--- src/hdl/rgbw_pkg.sv ---
package rgbw_pkg;

    // number of colour channels sent per frame (3: GRB, 4: GRBW)
    localparam int CHANNELS = 4;
    localparam int FRAME_BITS = 8 * CHANNELS;

    // register map
    localparam int REG_IDX_W = 3;
    localparam logic [REG_IDX_W-1:0] REG_MAX_BRIGHT = 3'd0;
    localparam logic [REG_IDX_W-1:0] REG_T0H = 3'd1;
    localparam logic [REG_IDX_W-1:0] REG_T1H = 3'd2;
    localparam logic [REG_IDX_W-1:0] REG_BIT_TICKS = 3'd3;
    localparam logic [REG_IDX_W-1:0] REG_RESET_TICKS = 3'd4;

    // command kinds
    localparam logic [1:0] KIND_TICK = 2'd0;
    localparam logic [1:0] KIND_SET = 2'd1;
    localparam logic [1:0] KIND_ON = 2'd2;
    localparam logic [1:0] KIND_DARK = 2'd3;

    // stored colour slots, in wire order
    localparam int CH_GREEN = 0;
    localparam int CH_RED = 1;
    localparam int CH_BLUE = 2;
    localparam int CH_WHITE = 3;

    localparam int OUT_W = 40;

    typedef enum logic [3:0] {
        PH_IDLE = 4'b0001,
        PH_PRE  = 4'b0010,
        PH_BITS = 4'b0100,
        PH_POST = 4'b1000
    } t_phase;

    typedef struct packed {
        logic [7:0]  max_bright;
        logic [7:0]  t0h;
        logic [7:0]  t1h;
        logic [8:0]  bit_ticks;
        logic [15:0] reset_ticks;
    } t_cfg;

    typedef struct packed {
        logic [1:0] kind;
        logic [7:0] red;
        logic [7:0] green;
        logic [7:0] blue;
        logic [7:0] white;
    } t_item;

    typedef struct packed {
        logic       line_level;
        logic       busy;
        logic       rejected;
        logic       lit;
        logic [7:0] red;
        logic [7:0] green;
        logic [7:0] blue;
        logic [7:0] white;
    } t_result;

    // floor(c * max / 255), exact for 16-bit products
    function automatic logic [7:0] scale_level(input logic [7:0] c, input logic [7:0] mx);
        logic [15:0] prod;
        logic [16:0] sum;
        prod = c * mx;
        sum = {1'b0, prod} + 17'(prod[15:8]) + 17'd1;
        return sum[15:8];
    endfunction

endpackage

--- src/hdl/rgbw_smart_led_serializer.sv ---
// Single-wire RGBW smart LED serializer.
// Each input word is one tick of the LED bit timing. tuser carries the command
// kind (tick only, set colour, resend stored, send dark); tdata carries the four
// requested levels. Every accepted word yields exactly one output word holding the
// line level for that tick, busy/rejected/lit flags and the stored scaled levels.
// A command is honored only when no frame is running; otherwise it is dropped and
// flagged as rejected. A frame is a low gap of reset_ticks, 8*CHANNELS bits GRBW
// MSB first, then another low gap of reset_ticks.
// Timing registers and the brightness ceiling sit on the APB port and should be
// written while the line is idle.
// An accepted word passes through the input register, then the step logic into the
// output register. Throughput: one word per cycle while the receiver takes words;
// the sequencer state is updated once per word, so the step loop sets the rate.
// Reset (synchronous, active low) restores the default timing, clears the stored
// levels and the lit flag, and leaves the sequencer idle.
// When the receiver stalls, the output word holds and the input side keeps taking
// one more word into its register, then deasserts o_s_tready until space frees.
module rgbw_smart_led_serializer (
    input  logic        i_clk,
    input  logic        i_rst_n,
    // input stream
    input  logic        i_s_tvalid,
    output logic        o_s_tready,
    input  logic [31:0] i_s_tdata,   // red[7:0], green[15:8], blue[23:16], white[31:24]
    input  logic [1:0]  i_s_tuser,   // kind[1:0]
    // output stream
    output logic        o_m_tvalid,
    input  logic        i_m_tready,
    // line_level[0], busy_res[1], rejected[2], lit[3], red_out[11:4],
    // green_out[19:12], blue_out[27:20], white_out[35:28], zero[39:36]
    output logic [39:0] o_m_tdata,
    // configuration
    input  logic        psel,
    input  logic        penable,
    input  logic        pwrite,
    input  logic [4:0]  paddr,
    input  logic [31:0] pwdata,
    output logic [31:0] prdata,
    output logic        pready
);

    rgbw_pkg::t_cfg    cfg;
    rgbw_pkg::t_result result;

    logic              r_in_valid;
    rgbw_pkg::t_item   r_in_item;
    logic              r_out_valid;
    logic [rgbw_pkg::OUT_W-1:0] r_out_data;

    logic              out_free;
    logic              fire;
    logic              in_accept;

    assign out_free   = !r_out_valid || i_m_tready;
    assign fire       = r_in_valid && out_free;
    assign o_s_tready = !r_in_valid || out_free;
    assign in_accept  = i_s_tvalid && o_s_tready;

    rgbw_cfg u_cfg (
        .i_clk   (i_clk),
        .i_rst_n (i_rst_n),
        .psel    (psel),
        .penable (penable),
        .pwrite  (pwrite),
        .paddr   (paddr),
        .pwdata  (pwdata),
        .prdata  (prdata),
        .pready  (pready),
        .o_cfg   (cfg)
    );

    rgbw_core u_core (
        .i_clk    (i_clk),
        .i_rst_n  (i_rst_n),
        .i_fire   (fire),
        .i_item   (r_in_item),
        .i_cfg    (cfg),
        .o_result (result)
    );

    // input word register
    always_ff @(posedge i_clk) begin
        if (!i_rst_n) begin
            r_in_valid <= 1'b0;
        end else if (in_accept) begin
            r_in_valid <= 1'b1;
        end else if (fire) begin
            r_in_valid <= 1'b0;
        end
    end

    always_ff @(posedge i_clk) begin
        if (in_accept) begin
            r_in_item.kind  <= i_s_tuser;
            r_in_item.red   <= i_s_tdata[7:0];
            r_in_item.green <= i_s_tdata[15:8];
            r_in_item.blue  <= i_s_tdata[23:16];
            r_in_item.white <= i_s_tdata[31:24];
        end
    end

    // output word register
    always_ff @(posedge i_clk) begin
        if (!i_rst_n) begin
            r_out_valid <= 1'b0;
        end else if (fire) begin
            r_out_valid <= 1'b1;
        end else if (i_m_tready) begin
            r_out_valid <= 1'b0;
        end
    end

    always_ff @(posedge i_clk) begin
        if (fire) begin
            r_out_data <= {4'd0, result.white, result.blue, result.green, result.red,
                           result.lit, result.rejected, result.busy, result.line_level};
        end
    end

    assign o_m_tvalid = r_out_valid;
    assign o_m_tdata  = r_out_data;

endmodule

--- src/hdl/rgbw_cfg.sv ---
module rgbw_cfg (
    input  logic                i_clk,
    input  logic                i_rst_n,
    input  logic                psel,
    input  logic                penable,
    input  logic                pwrite,
    input  logic [4:0]          paddr,
    input  logic [31:0]         pwdata,
    output logic [31:0]         prdata,
    output logic                pready,
    output rgbw_pkg::t_cfg      o_cfg
);

    logic [7:0]  r_max_bright;
    logic [7:0]  r_t0h;
    logic [7:0]  r_t1h;
    logic [8:0]  r_bit_ticks;
    logic [15:0] r_reset_ticks;
    logic [rgbw_pkg::REG_IDX_W-1:0] idx;
    logic        wr_en;

    assign idx = paddr[4:2];
    assign wr_en = psel & penable & pwrite;
    assign pready = 1'b1;

    // register writes
    always_ff @(posedge i_clk) begin
        if (!i_rst_n) begin
            r_max_bright  <= 8'd255;
            r_t0h         <= 8'd35;
            r_t1h         <= 8'd90;
            r_bit_ticks   <= 9'd125;
            r_reset_ticks <= 16'd5000;
        end else if (wr_en) begin
            case (idx)
                rgbw_pkg::REG_MAX_BRIGHT:  r_max_bright  <= pwdata[7:0];
                rgbw_pkg::REG_T0H:         r_t0h         <= pwdata[7:0];
                rgbw_pkg::REG_T1H:         r_t1h         <= pwdata[7:0];
                rgbw_pkg::REG_BIT_TICKS:   r_bit_ticks   <= pwdata[8:0];
                rgbw_pkg::REG_RESET_TICKS: r_reset_ticks <= pwdata[15:0];
                default: ;
            endcase
        end
    end

    // readback
    always_comb begin
        case (idx)
            rgbw_pkg::REG_MAX_BRIGHT:  prdata = {24'd0, r_max_bright};
            rgbw_pkg::REG_T0H:         prdata = {24'd0, r_t0h};
            rgbw_pkg::REG_T1H:         prdata = {24'd0, r_t1h};
            rgbw_pkg::REG_BIT_TICKS:   prdata = {23'd0, r_bit_ticks};
            rgbw_pkg::REG_RESET_TICKS: prdata = {16'd0, r_reset_ticks};
            default:                   prdata = 32'd0;
        endcase
    end

    assign o_cfg.max_bright  = r_max_bright;
    assign o_cfg.t0h         = r_t0h;
    assign o_cfg.t1h         = r_t1h;
    assign o_cfg.bit_ticks   = r_bit_ticks;
    assign o_cfg.reset_ticks = r_reset_ticks;

endmodule

--- src/hdl/rgbw_core.sv ---
module rgbw_core (
    input  logic               i_clk,
    input  logic               i_rst_n,
    input  logic               i_fire,
    input  rgbw_pkg::t_item    i_item,
    input  rgbw_pkg::t_cfg     i_cfg,
    output rgbw_pkg::t_result  o_result
);

    logic [7:0]        r_colour [4];
    logic [31:0]       r_shift;
    logic [5:0]        r_bit_idx;
    logic [15:0]       r_tick;
    rgbw_pkg::t_phase  r_phase;
    logic              r_pend_lit;
    logic              r_lit;

    logic [7:0]        n_colour [4];
    logic [31:0]       n_shift;
    logic [5:0]        n_bit_idx;
    logic [15:0]       n_tick;
    rgbw_pkg::t_phase  n_phase;
    logic              n_pend_lit;
    logic              n_lit;

    logic [7:0]        scaled [4];
    logic [7:0]        src [4];
    logic [31:0]       frame;
    logic              start;
    logic              rejected;
    logic              line;
    logic [16:0]       tick_inc;
    logic [7:0]        high_ticks;
    logic [5:0]        bit_inc;

    // brightness scaling of the requested levels
    always_comb begin
        scaled[rgbw_pkg::CH_GREEN] = rgbw_pkg::scale_level(i_item.green, i_cfg.max_bright);
        scaled[rgbw_pkg::CH_RED]   = rgbw_pkg::scale_level(i_item.red, i_cfg.max_bright);
        scaled[rgbw_pkg::CH_BLUE]  = rgbw_pkg::scale_level(i_item.blue, i_cfg.max_bright);
        scaled[rgbw_pkg::CH_WHITE] = (rgbw_pkg::CHANNELS == 4) ?
            rgbw_pkg::scale_level(i_item.white, i_cfg.max_bright) : 8'd0;
    end

    // command decode and frame load
    always_comb begin
        start    = (i_item.kind != rgbw_pkg::KIND_TICK) && (r_phase == rgbw_pkg::PH_IDLE);
        rejected = (i_item.kind != rgbw_pkg::KIND_TICK) && (r_phase != rgbw_pkg::PH_IDLE);
        for (int i = 0; i < 4; i++) begin
            if (i_item.kind == rgbw_pkg::KIND_DARK) begin
                src[i] = 8'd0;
            end else if (i_item.kind == rgbw_pkg::KIND_SET) begin
                src[i] = scaled[i];
            end else begin
                src[i] = r_colour[i];
            end
        end
        frame = {src[rgbw_pkg::CH_GREEN], src[rgbw_pkg::CH_RED], src[rgbw_pkg::CH_BLUE],
                 (rgbw_pkg::CHANNELS == 4) ? src[rgbw_pkg::CH_WHITE] : 8'd0};
    end

    // one tick of the frame sequencer
    always_comb begin
        for (int i = 0; i < 4; i++) begin
            n_colour[i] = (start && i_item.kind == rgbw_pkg::KIND_SET) ? scaled[i]
                                                                     : r_colour[i];
        end
        n_shift    = start ? frame : r_shift;
        n_bit_idx  = start ? 6'd0 : r_bit_idx;
        n_tick     = start ? 16'd0 : r_tick;
        n_phase    = start ? rgbw_pkg::PH_PRE : r_phase;
        n_pend_lit = start ? (frame != 32'd0) : r_pend_lit;
        n_lit      = r_lit;
        line       = 1'b0;
        high_ticks = n_shift[31] ? i_cfg.t1h : i_cfg.t0h;
        tick_inc   = {1'b0, n_tick} + 17'd1;
        bit_inc    = n_bit_idx + 6'd1;

        case (n_phase)
            rgbw_pkg::PH_PRE: begin
                if (tick_inc >= {1'b0, i_cfg.reset_ticks}) begin
                    n_tick    = 16'd0;
                    n_bit_idx = 6'd0;
                    n_phase   = rgbw_pkg::PH_BITS;
                end else begin
                    n_tick = tick_inc[15:0];
                end
            end
            rgbw_pkg::PH_BITS: begin
                line = (n_tick < {8'd0, high_ticks});
                if (tick_inc >= {8'd0, i_cfg.bit_ticks}) begin
                    n_tick    = 16'd0;
                    n_shift   = {n_shift[30:0], 1'b0};
                    n_bit_idx = bit_inc;
                    if (bit_inc >= 6'(rgbw_pkg::FRAME_BITS)) begin
                        n_phase = rgbw_pkg::PH_POST;
                    end
                end else begin
                    n_tick = tick_inc[15:0];
                end
            end
            rgbw_pkg::PH_POST: begin
                if (tick_inc >= {1'b0, i_cfg.reset_ticks}) begin
                    n_tick  = 16'd0;
                    n_lit   = n_pend_lit;
                    n_phase = rgbw_pkg::PH_IDLE;
                end else begin
                    n_tick = tick_inc[15:0];
                end
            end
            default: ;
        endcase
    end

    // state update, one step per item
    always_ff @(posedge i_clk) begin
        if (!i_rst_n) begin
            for (int i = 0; i < 4; i++) begin
                r_colour[i] <= 8'd0;
            end
            r_shift    <= 32'd0;
            r_bit_idx  <= 6'd0;
            r_tick     <= 16'd0;
            r_phase    <= rgbw_pkg::PH_IDLE;
            r_pend_lit <= 1'b0;
            r_lit      <= 1'b0;
        end else if (i_fire) begin
            for (int i = 0; i < 4; i++) begin
                r_colour[i] <= n_colour[i];
            end
            r_shift    <= n_shift;
            r_bit_idx  <= n_bit_idx;
            r_tick     <= n_tick;
            r_phase    <= n_phase;
            r_pend_lit <= n_pend_lit;
            r_lit      <= n_lit;
        end
    end

    assign o_result.line_level = line;
    assign o_result.busy       = start || (r_phase != rgbw_pkg::PH_IDLE);
    assign o_result.rejected   = rejected;
    assign o_result.lit        = n_lit;
    assign o_result.red        = n_colour[rgbw_pkg::CH_RED];
    assign o_result.green      = n_colour[rgbw_pkg::CH_GREEN];
    assign o_result.blue       = n_colour[rgbw_pkg::CH_BLUE];
    assign o_result.white      = n_colour[rgbw_pkg::CH_WHITE];

endmodule

--- config.mk ---
export PLATFORM = sky130hd
export DESIGN_NAME = rgbw_smart_led_serializer
export DESIGN_NICKNAME = d
export VERILOG_FILES = /design/src/hdl/rgbw_pkg.sv /design/src/hdl/rgbw_smart_led_serializer.sv /design/src/hdl/rgbw_cfg.sv /design/src/hdl/rgbw_core.sv
export SDC_FILE = /design/constraint.sdc
export NUM_CORES = 1
export LEC_CHECK = 0
export ABC_AREA = 0
export ABC_CLOCK_PERIOD_IN_PS = 6500
export BUFFER_PORTS_ARGS = -buffer_cell sky130_fd_sc_hd__buf_2
export CORE_ASPECT_RATIO = 2
export CORE_MARGIN = 1
export CORE_UTILIZATION = 40
export CTS_CLUSTER_DIAMETER = 60
export CTS_CLUSTER_SIZE = 30
export DETAILED_ROUTE_END_ITERATION = 16
export SLEW_MARGIN = 20
export SYNTH_ARGS = -nofsm -noshare
export SYNTH_HDL_FRONTEND = slang
export SYNTH_SLANG_ARGS = --single-unit
--- constraint.sdc ---
create_clock -name i_clk -period 6.5 [get_ports i_clk]
set_input_delay 1.3 -clock i_clk [delete_from_list [all_inputs] [get_ports i_clk]]
set_output_delay 1.3 -clock i_clk [all_outputs]
set_load 0.01 [all_outputs]
# Yosys cells after proc, flatten, opt, wreduce, memory -nomap -nowiden
# Memories as Yosys holds them, arrays and structs flattened.
# Index checks and enable logic that the tools add are counted.
[classes]
mul = 4
muxes = 46
order_cmp = 4
reduce_logical = 21
n_eq_ne = 11
n_bitwise = 6
n_addsub = 10
[ops]
columns = ["op", "n"]
rows = [
  ["8-bit 2-to-1 mux", 17],
  ["32-bit 2-to-1 mux", 3],
  ["16-bit case mux with 5 select lines", 1],
  ["16-bit by 1-bit adder with 16-bit output, second input constant", 4],
  ["16-bit by 8-bit adder with 16-bit output", 4],
  ["8-bit by 8-bit multiplier with 16-bit output", 4],
  ["16-bit 2-to-1 mux", 3],
  ["16-bit case mux with 2 select lines", 1],
  ["32-bit nonzero test", 1],
  ["4-bit 2-to-1 mux", 5],
  ["6-bit 2-to-1 mux", 3],
  ["16-bit by 1-bit adder with 17-bit output, second input constant", 1],
  ["17-bit by 16-bit greater-or-equal comparator with 1-bit output", 1],
  ["17-bit by 9-bit greater-or-equal comparator with 1-bit output", 1],
  ["16-bit by 8-bit < comparator with 1-bit output", 1],
  ["4-bit case mux with 3 select lines", 1],
  ["6-bit case mux with 2 select lines", 1],
  ["1-bit 2-to-1 mux", 11],
  ["2-bit AND reduction", 5],
  ["6-bit by 1-bit adder with 6-bit output, second input constant", 1],
  ["3-bit by 2-bit == test with 1-bit output, second input constant", 2],
  ["6-bit greater-or-equal comparator, second input constant", 1],
  ["2-bit nonzero test", 3],
  ["1-bit logical AND", 5],
  ["15 further kinds", 22],
]
[word_totals]
mem_count = 1
ram_bits = 32
input_bits = 78
out_inout_bits = 75
regBits = 181
word_cells = 123
[mem_list]
columns = ["name", "depth", "width", "rd", "rd_clocked_by_memory_dff", "wr", "line_no", "source"]
rows = [
  ["u_core.r_colour", 4, 8, 4, 0, 4, "rgbw_core.sv:10", "logic [7:0] r_colour [4];"],
]

# Logic depth before layout (Yosys ltp)
# Gate-level depths: netlist of run 1.
[logic_depth]
depth_word = 9
mapped_depth = 32
mapped_depth_nobuf = 29

# Cells and area by module
# Synthesis of run 1 repeated with hierarchy kept, for this count alone.
[unflattened]
hier_cells = 2308
area_unflattened_um2 = 20682.3
[by_module_without_submodules]
columns = ["module", "seq_area_each_um2", "cells_each", "instances", "area_per_inst_um2"]
rows = [
  ["rgbw_core", 2162.1, 1945, 1, 15934.0],
  ["rgbw_cfg", 980.9, 279, 1, 2508.7],
  ["rgbw_smart_led_serializer", 2142.1, 84, 1, 2239.6],
]

# Worst setup path before layout of run 1
# No wires, ideal clock.
[synth_path]
kind = "register -> register"
startpoint = "register u_cfg.r_max_bright[3]"
endpoint = "register r_out_data, in the netlist o_m_tdata[0] (data pin)"
path_slack_ns = -0.457
stages_incl_launch_ff = 30
setup_ns = 0.133
n_path_buf = 2
arrival_time_ns = 6.825
path_cell_list = "dfxtp_1 -> clkbuf_1 -> and2_1 -> fa_1 -> fa_1 -> fa_1 -> inv_1 -> fa_1 -> inv_1 -> ha_1 -> a21oi_2 -> o2bb2ai_1 -> a211o_1 -> a21o_1 -> a21oi_1 -> xnor2_1 -> ha_1 -> nand2_1 -> or2_1 -> o31ai_4 -> a21oi_1 -> nor3_1 -> or2_2 -> buf_2 -> mux2i_1 -> ha_1 -> a21oi_1 -> nor2_1 -> nor4_1 -> o221a_1"
[synth_via]
elab_chain_len = 8
[synth_lines]
columns = ["element", "line_no", "source"]
rows = [
  ["start, declared", "rgbw_cfg.sv:14", "logic [7:0] r_max_bright;"],
  ["start signal, assigned", "rgbw_cfg.sv:36", "rgbw_pkg::REG_MAX_BRIGHT: r_max_bright <= pwdata[7:0];"],
  ["8-bit by 8-bit multiplier with 16-bit output", "rgbw_pkg.sv:67", "prod = c * mx;"],
  ["16-bit by 8-bit adder with 16-bit output", "rgbw_pkg.sv:68", "sum = {1'b0, prod} + 17'(prod[15:8]) + 17'd1;"],
  ["16-bit by 1-bit adder with 16-bit output", "rgbw_pkg.sv:68", ""],
  ["8-bit 2-to-1 mux", "rgbw_core.sv:52", "end else if (i_item.kind == rgbw_pkg::KIND_SET) begin"],
  ["8-bit 2-to-1 mux", "rgbw_core.sv:50", "if (i_item.kind == rgbw_pkg::KIND_DARK) begin"],
  ["32-bit 2-to-1 mux", "rgbw_core.sv:68", "n_shift = start ? frame : r_shift;"],
  ["8-bit 2-to-1 mux", "rgbw_core.sv:75", "high_ticks = n_shift[31] ? i_cfg.t1h : i_cfg.t0h;"],
  ["16-bit by 8-bit < comparator with 1-bit output", "rgbw_core.sv:90", "line = (n_tick < {8'd0, high_ticks});"],
  ["end signal, assigned", "rgbw_smart_led_serializer.sv:115", "r_out_data <= {4'd0, result.white, result.blue, result.green, result.red,"],
  ["end, declared", "rgbw_smart_led_serializer.sv:48", "logic [rgbw_pkg::OUT_W-1:0] r_out_data;"],
]
# Every way passes these cells.
# A chain may end at the register's enable or synchronous reset.

# Worst setup path in the final report of run 1
[layout_path]
startpoint = "register u_cfg.r_max_bright[5]"
endpoint = "register u_core.r_pend_lit"
[layout_via]
elab_chain_len = 7
word_cells_on_any_way = 22
[layout_lines]
columns = ["element", "line_no", "source"]
rows = [
  ["8-bit by 8-bit multiplier with 16-bit output", "rgbw_pkg.sv:67", ""],
  ["16-bit by 8-bit adder with 16-bit output", "rgbw_pkg.sv:68", ""],
  ["16-bit by 1-bit adder with 16-bit output", "rgbw_pkg.sv:68", ""],
  ["8-bit 2-to-1 mux", "rgbw_core.sv:52", ""],
  ["8-bit 2-to-1 mux", "rgbw_core.sv:50", ""],
  ["32-bit nonzero test *", "rgbw_core.sv:72", "n_pend_lit = start ? (frame != 32'd0) : r_pend_lit;"],
  ["1-bit 2-to-1 mux *", "rgbw_core.sv:72", ""],
  ["end signal, assigned", "rgbw_core.sv:135", "r_pend_lit <= n_pend_lit;"],
  ["end, declared", "rgbw_core.sv:15", "logic r_pend_lit;"],
]
# Mark *: on every way between the ends. The rest lies on a longest branch, timed or not.

==> results of run 1 <==
-- layer usage --
layer	track usage, %	vias up	part of all wire (%)
met5	0	-	0
met4	14.0	0	6.6
met3	1.71	184	3.0
met2	46.9	463	55
met1	23.6	8799	35
li1	-	8631	-
-- area by class of cell --
cell class / count / share of cell area (%)
multi-input cells: 1734 / 57.1
flip-flops and latches: 213 / 19.9
repair buffers: 487 / 13.9
inverters: 260 / 3.68
well taps: 649 / 3.05
clock buffers: 19 / 1.71
clock inverters: 10 / 0.653
-- worst max-delay path, delay by kind of cell, from the launching register on --
kind / cells / cell delay (ps)
DFF: 1 / 400
xor gates and xnor gates: 2 / 350
AOI/OAI and AO/OA: 9 / 1290
and+or+nand+nor: 8 / 1290
buffers and inverters: 8 / 750
adders and majority gates: 6 / 2640
-- what timing repair did --
action / in CTS / in global routing
cloned: 0 / 0
setup endpoints to repair: 53 / 75
resized for setup: 145 / 242
pin swaps: 106 / 158
buffers inserted: 52 / 41
-- per-stage QoR --
step                cell area [um2]  setup WS, ps
finish                        26600          -349
global placement              23600          -452
floorplan                     20600         -80.2
detailed placement            23600          -520
CTS                           25300          -315
global route                  26600          -723
-- placed cells by master (no fill, tap or decap), types with 39 or more instances in the layout --
cell	n
nand2_1	309
buf_2	114
and2_1	174
a21oi_1	90
o211ai_1	44
buf_6	39
o21ai_0	39
inv_1	241
nor2_1	85
buf_4	318
mux2i_1	47
dfxtp_1	104
fa_1	137
ha_1	172
edfxtp_1	102
-- registers in the layout (all words and copies together), names as in the netlist, 4 cells and up --
name and flops:
u_core.r_shift 32, u_core.r_colour 32, u_cfg.r_max_bright 8, u_cfg.r_t1h 8, u_core.r_bit_idx 6, u_cfg.r_t0h 8
u_cfg.r_reset_ticks 16, u_cfg.r_bit_ticks 9, r_in_item 34, o_m_tdata 36, u_core.r_tick 16, u_core.r_phase 4
-- kinds of logic (layout without fill, tap and decap cells) --
logic type	after synthesis	in the layout	share of synthesized area (%)
buffers and inverters	387	776	7.63
adder cells (fa/ha/maj)	348	348	26.8
AND/OR/NAND/NOR	786	786	18.9
XOR/XNOR	82	82	3.61
AO/OA/AOI/OAI	445	445	14.4
flip-flops	213	213	26.0
other	2	21	0.0370
multiplexers	52	52	2.58
-- worst paths after layout --
| check | from | end | slack [ps] | cells after the start |
|---|---|---|---|---|
| min | u_core.r_shift[13]$_SDFFE_PN0P_ | u_core.r_shift[13]$_SDFFE_PN0P_ | 460 | 2 |
| max | u_cfg.r_max_bright[5]$_SDFFE_PN1P_ | u_core.r_pend_lit$_SDFFE_PN0P_ | -350 | 33 |
| min reg2reg | u_core.r_shift[13]$_SDFFE_PN0P_ | u_core.r_shift[13]$_SDFFE_PN0P_ | 460 | 2 |
| max reg2reg | u_cfg.r_max_bright[5]$_SDFFE_PN1P_ | u_core.r_pend_lit$_SDFFE_PN0P_ | -350 | 33 |
==> results.md, run 1 <==
- Hold Crit Class: flip-flop to flip-flop
- CTS hold repair buffers: 0
- Leading area contributor after synthesis: edfxtp_1
- Total GRT Usage: 23.7%
- Clk sink count: 213
- Vias/cell: 5.36
- Final core occ: 53.2%
- RSZ-0062 raised after global routing: yes
- Initial antenna violation count: 0
- Worst Setup Start Kind: flip-flop
- Final antenna-violating net count: 0
- Post-Synthesis Mean Instance Area: 8.77 um2
- DP HPWL: 47.8 mm
- Clock slew at reported path FFs: 120 ps
- Multi-input gate area: 15200 um2
- Max_cap viols: 0
- Fillers: 4614
- Yosys top cell area share: 15.1%
- IO buf count: 113
- Via count: 18.1k
- Clock Latency Late Sink: 550 ps
- Synth Register Bits: 213
- Slew Viols, Final: 0
- Post-Syn Area: 20300 um2
- Area delta synth->final: 31.1%
- DIE AREA: 51700 um2
- Residual DRC: 0
- Post-synth EDFFs: 102
- Failing checks: negative setup slack
- Critical path peak fanout: 5
- Area contributors post-synth: edfxtp_1 (15%), fa_1 (14%), ha_1 (13%)
- Setup CP Type: flip-flop to flip-flop
- Setup total negative slack: -3460 ps
- Ys Warns: 0
- Num CTS Buffers: 17
- Root Buffer: clkbuf_16
- Die X: 161 um
- N_diodes: 0
- Final Hold Viols: 0
- Most instantiated cells after synthesis: nand2_1 (327), inv_1 (260), ha_1 (204)
- Ys flop type: dfxtp_1
- Worst EP arrival: 7260 ps
- WL final: 61.8 mm
- Rows: 116
- Register area: 5300 um2
- Largest net degree at the start of global routing: 64
- Non-Filler Instances: 3372
- Final nets: 3139
- FFs w/ async S/R, synth: 0%
- Top-count cell post-synth: nand2_1
- Max stage delay on crit path: 550 ps
- Placer Congestion: 0.948
- Congestion Overflow GR: 0
- Endpoints failing setup: 21
- Longest Clk Path Bufs: 3
- Fmax: 0.146 GHz
- Routed len/inst: 18.3 um
- Slowest cell on crit path: fa_1
- H-tree levels: 1
- Run status: finished, violations left
- Vias in the first global route: 19.0k
- Placed insts: 3255
- Initial Util: 40.6%
- Final Skew: 31.3 ps
- First-pass GRT wire length: 97.0 mm
- Post-synthesis sequential area ratio: 26.0%
- Die Y: 321 um
- Post-Synthesis Cells: 2315
- Hold Worst Slack: 460 ps
- 1st-pass router iterations: 7
- CP dominant cell by count: buf_6
- Total core area: 50100 um2
- Worst EP required: 6910 ps
- First DRT Iteration DRCs: 743
- Io pins: 153
- Fin crit period: 6850 ps
- Crit. End Element: flip-flop
- Share of cells above drive strength 1: 29.6%
- CTS tree: built
- Slew headroom: 25.0%
- Worst Tran Pin Value: 1120 ps
- Post-synth cell types: 88
- Crit share post-route: 105%
- Final WS setup: -349 ps
Power of run 1 is not shown: default switching activity piles up to over one toggle a cycle in this logic, so the estimate is an artifact.
==> run 2: changes to the inputs <==
SYNTH_HIERARCHICAL = 1   (was unset)
==> results.md, run 2 <==
- Run status: finished, violations left
- Failing checks: negative setup slack
- Final Hold Viols: 0
- Endpoints failing setup: 39
- Mux share of post-synthesis cell area: 3.72%
- Routed len/inst: 19.1 um
- Clock Latency Late Sink: 550 ps
- Io pins: 153
- Post-Synthesis Mean Instance Area: 8.96 um2
- CP bufs+invs: 5
- Die Y: 324 um
- Final core occ: 53.0%
- IO buf count: 113
- RSZ-0062 raised after global routing: yes
- DIE AREA: 52700 um2
- Vias in the first global route: 18.8k
- Critical path peak fanout: 7
- 1st-pass router iterations: 7
- Crit. path cell count: 30
- Worst EP required: 6890 ps
- Cell count of the worst reg-to-reg path: 30
- Max stage delay on crit path: 520 ps
- Initial antenna violation count: 0
- Ys flop type: dfxtp_1
- Setup CP Type: flip-flop to flip-flop
- Final antenna-violating net count: 0
- Slew Viols, Final: 0
- Ys Warns: 6
- Post-Synth Adder-Cell Area: 26.3%
- N_diodes: 0
- Setup total negative slack: -9600 ps
- Die X: 163 um
- First DRT Iteration DRCs: 1093
- Placer Congestion: 0.932
- Root Buffer: clkbuf_16
- Post-synth cell types: 92
- Share of cells above drive strength 1: 29.0%
- Largest family of logic cells by synthesized area: adder cells
- Synth Area in XOR/XNOR: 3.68%
- Worst EP arrival: 7630 ps
- FFs w/ async S/R, synth: 0%
- Reg2reg setup slack: -740 ps
- Final nets: 3119
- Crit share post-route: 111%
- Total GRT Usage: 23.9%
- Final WS setup: -738 ps
- Synth Register Bits: 213
- Clock slew at reported path FFs: 80 ps
- Fin crit period: 7240 ps
- Post-Syn Area: 20700 um2
- Area contributors post-synth: edfxtp_1 (15%), fa_1 (14%), ha_1 (12%)
- Yosys top cell area share: 14.8%
- CP startpoint: r_in_item[18]$_DFFE_PP_
- CTS hold repair buffers: 0
- Initial Util: 40.6%
- Register area: 5310 um2
- Fmax: 0.138 GHz
- DP HPWL: 48.0 mm
- Top delay family on crit path: adder cells
- Fillers: 4596
- Longest Clk Path Bufs: 3
- Multi-input gate area: 15400 um2
- Final Cell Area: 27000 um2
- First-pass GRT wire length: 97.6 mm
- Leading area contributor after synthesis: edfxtp_1
- Slew headroom: 32.3%
- Worst R2R Start: r_in_item[18]$_DFFE_PP_
- WL final: 64.1 mm
- Clk sink count: 213
- Largest net degree at the start of global routing: 79
- R2r endpoint: o_m_tdata[0]$_DFFE_PP_
- Congestion Overflow GR: 0
- Rows: 117
- Post-synth EDFFs: 102
- Most frequent cells in the layout: buf_4 (305), inv_1 (260), nand2_1 (252)
- Area share of and/or/nand/nor cells after synthesis: 18.2%
- Post-synthesis compound-gate area fraction: 14.5%
- Dpl cell area: 24000 um2
- Worst Tran Pin Value: 1000 ps
- Most instantiated cells after synthesis: inv_1 (269), nand2_1 (269), ha_1 (205)
- CTS tree: built
- Worst Setup Start Kind: flip-flop
- Vias/cell: 5.42
- Via count: 18.2k
- Post-synthesis sequential area ratio: 25.6%
- Post-Synthesis Cells: 2308
- Slowest cell on crit path: edfxtp_1
- Crit. End Element: flip-flop
- Most common cell after layout, fill and taps aside: buf_4
- Post-Place Worst Slack: -937 ps
- Final Skew: 21.3 ps
- Num CTS Buffers: 20
- Total core area: 50900 um2
- H-tree levels: 1
- Residual DRC: 0
- Max reg flops: 36
- Worst Setup EP: o_m_tdata[0]$_DFFE_PP_
- Area delta synth->final: 30.5%
- Hold Crit Class: flip-flop to flip-flop
- Max_cap viols: 0
==> run 2: cell types whose count changed after synthesis, sizes merged, moves of 6 or more <==
cell    before  now
a22o        12   27
nor3        24   17
a21oi      119   76
inv        260  269
nor2        99  107
o21ai      100  127
nand2      327  269
mux2i       49   69
and3        15    9
o211ai      44   25
nor2b       11   30
o22ai       12    6
nand3       43   32
xnor2       48   55
==> run 2: what timing repair did <==
item	CTS	global route
resized for setup	212	180
endpoints found under the setup margin	60	77
gates cloned	3	0
pin swaps	94	112
buffers inserted	38	29
hold endpoints to repair	0	0
==> run 2: worst min path at each step <==
stage	startpoint	cells past startpoint	end	slack, ps
3_3_place_gp	u_core/r_shift[1]$_SDFFE_PN0P_	2	u_core/r_shift[1]$_SDFFE_PN0P_	430
5_1_grt	u_core/r_shift[2]$_SDFFE_PN0P_	2	u_core/r_shift[2]$_SDFFE_PN0P_	490
4_1_cts	u_core/r_shift[1]$_SDFFE_PN0P_	2	u_core/r_shift[1]$_SDFFE_PN0P_	450
3_5_place_dp	u_core/r_shift[30]$_SDFFE_PN0P_	2	u_core/r_shift[30]$_SDFFE_PN0P_	440
2_1_floorplan	u_core/r_shift[30]$_SDFFE_PN0P_	2	u_core/r_shift[30]$_SDFFE_PN0P_	420
6_report	u_core/r_shift[1]$_SDFFE_PN0P_	2	u_core/r_shift[1]$_SDFFE_PN0P_	450
==> run 2: through the flow <==
step                hold slack [ps]  std cells
finish                          454       3360
global route                    492       3360
CTS                             453       3342
detailed placement              441       3266
global placement                433       3266
floorplan                       416       2326
==> run 2: kinds of logic after synthesis <==
logic type               Yosys count
AO/OA/AOI/OAI                    445
XOR/XNOR                          86
adder cells (fa/ha/maj)          349
buffers and inverters            400
flip-flops                       213
multiplexers                      76
other                              3
AND/OR/NAND/NOR                  736
==> run 2: metal layers <==
metal | up-vias | GRT usage, % | part of all wire [%]
li1 | 8596 | - | -
met1 | 8885 | 23.0 | 34
met2 | 532 | 47.1 | 55
met3 | 191 | 2.42 | 3.7
met4 | 0 | 15.1 | 6.6
met5 | - | 0 | 0
==> run 2: layout make-up <==
class	instances	area share, %
multi-input cells	1713	57.2
flip-flops and latches	213	19.7
repair buffers	474	13.6
inverters	270	3.75
well taps	654	3.03
clock buffers	23	2.09
clock inverters	13	0.691
==> run 2: worst min-delay path, stage by stage (launching register included) <==
cell and delay (ps):
dfxtp_1 320, nand2_1 50, o21ai_1 50
Power of run 2 is left out for the same reason.
